===== config.mk =====
export PLATFORM = sky130hd
export DESIGN_NAME = mavp_div_row
export DESIGN_NICKNAME = d
export VERILOG_FILES = /design/src/rtl/mavp_pkg.sv /design/src/rtl/mavp_div_cell.sv /design/src/rtl/mavp_div_row.sv
export SDC_FILE = /design/constraint.sdc
export NUM_CORES = 1
export LEC_CHECK = 0
export BUFFER_PORTS_ARGS = -buffer_cell sky130_fd_sc_hd__clkbuf_2
export CORE_AREA = 2 2 263 265
export DETAILED_ROUTE_END_ITERATION = 12
export DIE_AREA = 0 0 265 267
export PLACE_DENSITY = 0.59
export REMOVE_ABC_BUFFERS = 1
export SKIP_LAST_GASP = 1
export SLEW_MARGIN = 20
export SYNTH_ARGS = -nofsm -noshare
export SYNTH_HDL_FRONTEND = slang
export SYNTH_SLANG_ARGS = --single-unit

===== constraint.sdc =====
create_clock -name clk -period 6.3 [get_ports clk]
set_clock_uncertainty 0.2 [all_clocks]
set_input_delay 0.63 -clock clk [delete_from_list [all_inputs] [get_ports clk]]
set_output_delay 0.63 -clock clk [all_outputs]
set_load 0.01 [all_outputs]

===== src/rtl/mavp_pkg.sv =====
// ----------------------------------------------------------------------------
// mavp_pkg
// Shared widths, types and helpers for the moving average peak filter.
// ----------------------------------------------------------------------------
package mavp_pkg;

  // sizing
  localparam int MAX_WINDOW   = 1024;
  localparam int SAMPLE_BITS  = 16;
  localparam int CFG_BITS     = 11;
  localparam int RESET_LENGTH = 16;
  localparam int PTR_BITS     = $clog2(MAX_WINDOW);
  localparam int EFF_BITS     = $clog2(MAX_WINDOW + 1);
  localparam int SUM_BITS     = SAMPLE_BITS + PTR_BITS;
  localparam int QUO_BITS     = SAMPLE_BITS;

  typedef logic signed [SAMPLE_BITS-1:0] sample_t;
  typedef logic signed [SUM_BITS-1:0]    sum_t;
  typedef logic [EFF_BITS-1:0]           len_t;
  typedef logic [PTR_BITS-1:0]           ptr_t;
  typedef logic [CFG_BITS-1:0]           cfg_t;

  // one stage of the divider row, handed from cell to cell
  typedef struct packed {
    logic                valid;
    logic                neg;
    len_t                divisor;
    len_t                rem;
    logic [QUO_BITS-1:0] dvd;
    logic [QUO_BITS-1:0] quo;
  } div_stage_t;

  // zero acts as one, anything above the store depth saturates
  function automatic len_t eff_length(cfg_t w);
    if (w == '0) begin
      return len_t'(1);
    end else if (32'(w) > 32'(MAX_WINDOW)) begin
      return len_t'(MAX_WINDOW);
    end else begin
      return len_t'(w);
    end
  endfunction

endpackage


===== src/rtl/mavp_div_cell.sv =====
// ----------------------------------------------------------------------------
// mavp_div_cell
// One restoring division step: develops one quotient bit and registers it.
// ----------------------------------------------------------------------------
module mavp_div_cell (
  input  logic                clk,
  input  logic                rst_n,
  input  mavp_pkg::div_stage_t stage_in,
  output mavp_pkg::div_stage_t stage_out
);

  logic [mavp_pkg::EFF_BITS:0] trial;
  logic [mavp_pkg::EFF_BITS:0] dsor_ext;
  logic                        fits;
  mavp_pkg::div_stage_t        stage_nxt;
  mavp_pkg::div_stage_t        payload_r;
  logic                        valid_r;

  // shift in the next dividend bit and try a subtract
  always_comb begin
    trial     = {stage_in.rem, stage_in.dvd[mavp_pkg::QUO_BITS-1]};
    dsor_ext  = {1'b0, stage_in.divisor};
    fits      = (trial >= dsor_ext);
    stage_nxt = stage_in;
    stage_nxt.rem = fits ? mavp_pkg::EFF_BITS'(trial - dsor_ext)
                         : mavp_pkg::EFF_BITS'(trial);
    stage_nxt.dvd = stage_in.dvd << 1;
    stage_nxt.quo = {stage_in.quo[mavp_pkg::QUO_BITS-2:0], fits};
  end

  // valid flag
  always_ff @(posedge clk) begin
    if (!rst_n) begin
      valid_r <= 1'b0;
    end else begin
      valid_r <= stage_in.valid;
    end
  end

  // payload
  always_ff @(posedge clk) begin
    payload_r <= stage_nxt;
  end

  always_comb begin
    stage_out       = payload_r;
    stage_out.valid = valid_r;
  end

endmodule


===== src/rtl/mavp_div_row.sv =====
// ----------------------------------------------------------------------------
// mavp_div_row
// Row of division cells, one per quotient bit, each feeding its neighbor.
// ----------------------------------------------------------------------------
module mavp_div_row (
  input  logic                 clk,
  input  logic                 rst_n,
  input  mavp_pkg::div_stage_t stage_in,
  output mavp_pkg::div_stage_t stage_out
);

  mavp_pkg::div_stage_t link [mavp_pkg::QUO_BITS+1];

  assign link[0] = stage_in;

  // cell k settles quotient bit QUO_BITS-1-k
  for (genvar k = 0; k < mavp_pkg::QUO_BITS; k++) begin : g_cell
    mavp_div_cell u_cell (
      .clk       (clk),
      .rst_n     (rst_n),
      .stage_in  (link[k]),
      .stage_out (link[k+1])
    );
  end

  assign stage_out = link[mavp_pkg::QUO_BITS];

endmodule


# --- Yosys cells after proc, flatten, opt, wreduce, memory -nomap -nowiden ---
# Cells that the tools add are included.
# Widths: inputs -> output; s select.
totals:
  ff_bits: 640
  inputBits: 58
  output_inout_bits: 56
  elab_cells: 143
classes:
  addsub: 16
  order_cmp: 16
  muxes: 16
ops:
  columns: ["operator", "n"]
  rows:
  - ["$ge 12x11->1", 16]
  - ["$mux 11", 16]
  - ["$sub 11x11->11", 16]

# --- Longest topological paths before layout ---
depth:
  word_depth: 2
  depth_mapped: 11
  ltp_nobuf: 10

# --- By module ---
# From an unflattened synthesis, not the netlist that was laid out.
hier_totals:
  cells_unflattened: 2704
  area_unflattened_um2: 30096.4
modules_own_cells:
  columns: ["module", "n_inst", "cells_per_inst", "area_per_inst_um2"]
  rows:
  - ["mavp_div_cell at g_cell[0].u_cell ...", 15, 169, 1880.6]
  - ["mavp_div_cell at g_cell[2].u_cell", 1, 169, 1888.1]

# --- Least setup slack after synthesis ---
# OpenSTA, ideal clock, no wires.
synth_path:
  path_type: "input -> register"
  from: "input stage_in[31] (netlist name)"
  to: "register g_cell[0].u_cell.payload_r (netlist bit g_cell[0].u_cell.stage_out[35])"
  setup_time_ns: 0.123
  arrival_ns: 2.562
  required_ns: 5.977
  setup_slack_ns: 3.415
  cell_stages: 11
  path_cell_list: "inv_1 -> ha_1 -> fa_1 -> nor2b_1 -> o21ai_1 -> nand2b_1 -> a41o_1 -> a21oi_1 -> o31ai_2 -> buf_4 -> mux2_1"
synth_rtl:
  columns: ["element", "line_no", "rtl"]
  rows:
  - ["start, declared", "mavp_div_row.sv:8", "input mavp_pkg::div_stage_t stage_in,"]
  - ["end signal, assigned", "mavp_div_cell.sv:42", "payload_r <= stage_nxt;"]
  - ["end, declared", "mavp_div_cell.sv:16", "mavp_pkg::div_stage_t payload_r;"]

==> run_results.csv <==
group,metric,value,unit
floorplan,ioPinCount,114,
floorplan,dieArea,70800,um^2
critical_path,critPathRequiredTime,6580,ps
finish,area_growth,17.3,%
detailed_routing,wl,39100,um
finish,final_area,27600,um^2
placed_design,post-place-ws,2650,ps
global_route,top_usage_layer,"met2",
synthesis,synth_top_area_share,54.5,%
pwr,clock_power_share,27.3,%
finish,nets,2503,
clock_tree,cts_root_buf,"clkbuf_16",
pwr,internal_power,10.6,mW
critical_path,path_cells,"dlygate4sd3_1 -> clkbuf_2 -> ha_1 -> fa_1 -> nor2b_1 -> o21ai_1 -> nand2b_1 -> a41o_1 -> a21oi_1 -> o31ai_2 -> mux2_2",
sta,setup_violations,0,
synthesis,synth_cell_types,65,
placed_design,numPortBuffers,81,
clock_tree,ctsLongestPathBuffers,3,
synthesis,syn_avg_cell_area,11.2,um^2
finish,fin_cells,3185,
sta,fin_setup_tns,0,ps
sta,hold_viol,0,
synthesis,post-synth-top-count-cell,"dfxtp_1",
outcome,outcome,"finished clean",
synthesis,synth_warnings,0,
clock_tree,cts_setup_buffers,0,
placed_design,place.gp.congestion,0.843,
floorplan,die_x,265,um
sta,finalWorstSetupSlack,2770,ps
global_route,met1_usage,13.5,%
floorplan,core,68000,um^2
detailed_routing,vias,14300,
critical_path,cpMaxStageDelayCell,"o31ai_2",
critical_path,critPathLaunchType,"input port",
synthesis,synth-seq-area-share,54.5,%
synthesis,synth.ff_latch_count,640,
finish,drive_above_1_share,12.0,%
synthesis,yosys.area.top_type,"dfxtp_1",
sta,maxSlewHeadroom,26.2,%
global_route,grt_use_met3,2.53,%
detailed_routing,drc,0,
finish,utilization,40.5,%
global_route,met2_usage,18.9,%
sta,fin_crit_sh,56.0,%
critical_path,crit_fanout,12,
global_route,antenna_found_initial,0,
synthesis,mappedNetlistArea,23500,um^2
pwr,p_leak,12.6,nW
global_route,first_global_vias,14300,
finish,antennaDiodeCount,0,
clock_tree,cts.sinks,640,
floorplan,rows,96,
clock_tree,path_clk_slew,60,ps
global_route,grt_pass1_wl,66000,um
global_route,globalRoute.totalOverflow,0,
synthesis,synthArstFlopShare,0,%
global_route,groute.usage.overall,11.2,%
synthesis,synth_common_cells,"dfxtp_1, inv_1, ha_1, a21oi_1, nand2_1",
floorplan,die_h,267,um
sta,drv_slew,0,
synthesis,synthTopCellsByArea,"dfxtp_1, ha_1, inv_1",
placed_design,place_area,24800,um^2
detailed_routing,first_pass_iters,5,
flow_run,cap_violations,0,
pwr,switching_power,4.84,mW
pwr,p_total,15.4,mW
synthesis,netlist_instances,2093,
placed_design,hpwl,28500,um
sta,max_clock_freq,283,MHz
finish,fill_cells,6506,
pwr,combPwrFrac,36.7,%
pwr,irDropWorstVdd,0.221,mV
critical_path,slowest_delay,920,ps
clock_tree,h-tree-depth,3,
pwr,powerDensity,559,nW/um^2
sta,fin_crit,3530,ps
min_path,hp-class,"input port to flop",
sta,rsz0062_at_grt,"no",
clock_tree,clk_latency,590,ps
placed_design,dp_cells,3035,
detailed_routing,postRouteAntennaNets,0,
sta,worst_pin_slew,1100,ps
synthesis,synth_edf_count,0,
clock_tree,cts_buffers,70,
global_route,grt_max_degree,17,
detailed_routing,viasPerCell,4.50,
critical_path,crit_type,"input port to flop",
pwr,p_sw_share,31.4,%
floorplan,start_util,34.6,%
clock_tree,tritoncts,"done",
detailed_routing,avgRoutedWirePerCell,12.3,um
detailed_routing,drt_iter0_markers,546,
pwr,seqPwrFrac,36.0,%
clock_tree,cts_resized,0,
critical_path,arrival,3810,ps
synthesis,synth_ff_type,"dfxtp_1",
critical_path,end_kind,"flop",
clock_tree,cts.hold.buffers_added,28,
sta,whs,70.8,ps
==> final cells by class <==
class / count / area, um^2 / share of cell area (%)
Tap cell: 882 / 1100 / 4.00
Clock inverter: 19 / 368 / 1.33
Sequential cell: 640 / 12800 / 46.5
Timing Repair Buffer: 109 / 686 / 2.49
Clock buffer: 103 / 2060 / 7.46
Multi-Input combinational cell: 1201 / 9670 / 35.1
Inverter: 231 / 867 / 3.15
==> cells in the final DEF (no fill, tap or decap), drive strengths merged, types with 15 or more instances in the layout <==
cell type	netlist	final
dfxtp	640	640
inv	231	233
clkbuf	3	184
ha	176	176
mux2	143	143
a21oi	136	136
nand2	93	93
o21ai	88	88
xnor2	86	86
nor2	79	79
a21o	39	39
mux2i	33	33
nor2b	30	30
dlygate4sd3	0	28
o211ai	21	21
xor2	21	21
and2	20	20
nand3	19	19
nand2b	17	17
nand3b	16	16
fa	16	16
conb	1	16
a41o	15	15
==> path summary, 6_finish.rpt <==
| kind | cells past startpoint | to | slack (ps) | startpoint |
|---|---|---|---|---|
| worst max-delay path | 11 | g_cell[0].u_cell.stage_out[42] | 2770 | stage_in[43] |
| worst min-delay path | 2 | g_cell[0].u_cell.stage_out[35] | 70 | stage_in[34] |
| worst max register to register | 10 | g_cell[2].u_cell.stage_out[42] | 3060 | g_cell[1].u_cell.stage_out[31] |
| worst min register to register | 0 | g_cell[12].u_cell.stage_out[29] | 100 | g_cell[11].u_cell.stage_out[28] |
==> worst max-delay path: cells and delay by family <==
family	cells	cell delay [ps]
AOI/OAI and AO/OA	4	1210
buffers and inverters	2	640
adders and majority gates	2	600
muxes	1	420
and+or+nand+nor	2	300
==> power by group through the flow <==
stage | Combinational (mW) | Sequential [mW] | Clock [mW]
final | 5.66 | 5.54 | 4.20
after floorplan | 4.47 | 5.53 | 0
after global placement | 5.39 | 5.64 | 0
after global routing | 6.34 | 5.66 | 4.54
after CTS | 5.62 | 5.56 | 4.36
after detailed placement | 5.54 | 5.65 | 0
==> kinds of logic (layout without fill, tap and decap cells) <==
group	after synthesis	count (layout)	share of synthesized area, %
other cells	1	16	0.0160
fa+ha+maj	192	192	10.7
compound gates	385	385	10.5
xor+xnor	107	107	3.99
simple gates	325	325	6.84
buf+inv	267	462	4.86
mux	176	176	8.56
flops	640	640	54.5
==> registers in the layout, summed over array words and instances (netlist names) <==
signal                   cells
g_cell.u_cell.stage_out    624
g_cell.u_cell.valid_r       16
==> layer usage <==
| layer | vias up | wire length, um |
|---|---|---|
| met2 | 223 | 18500 |
| met1 | 6605 | 18000 |
| met4 | 0 | 1010 |
| met5 | - | 0 |
| met3 | 67 | 1610 |
| li1 | 7426 | - |
No activity file was read; power rests on OpenSTA's default activity.
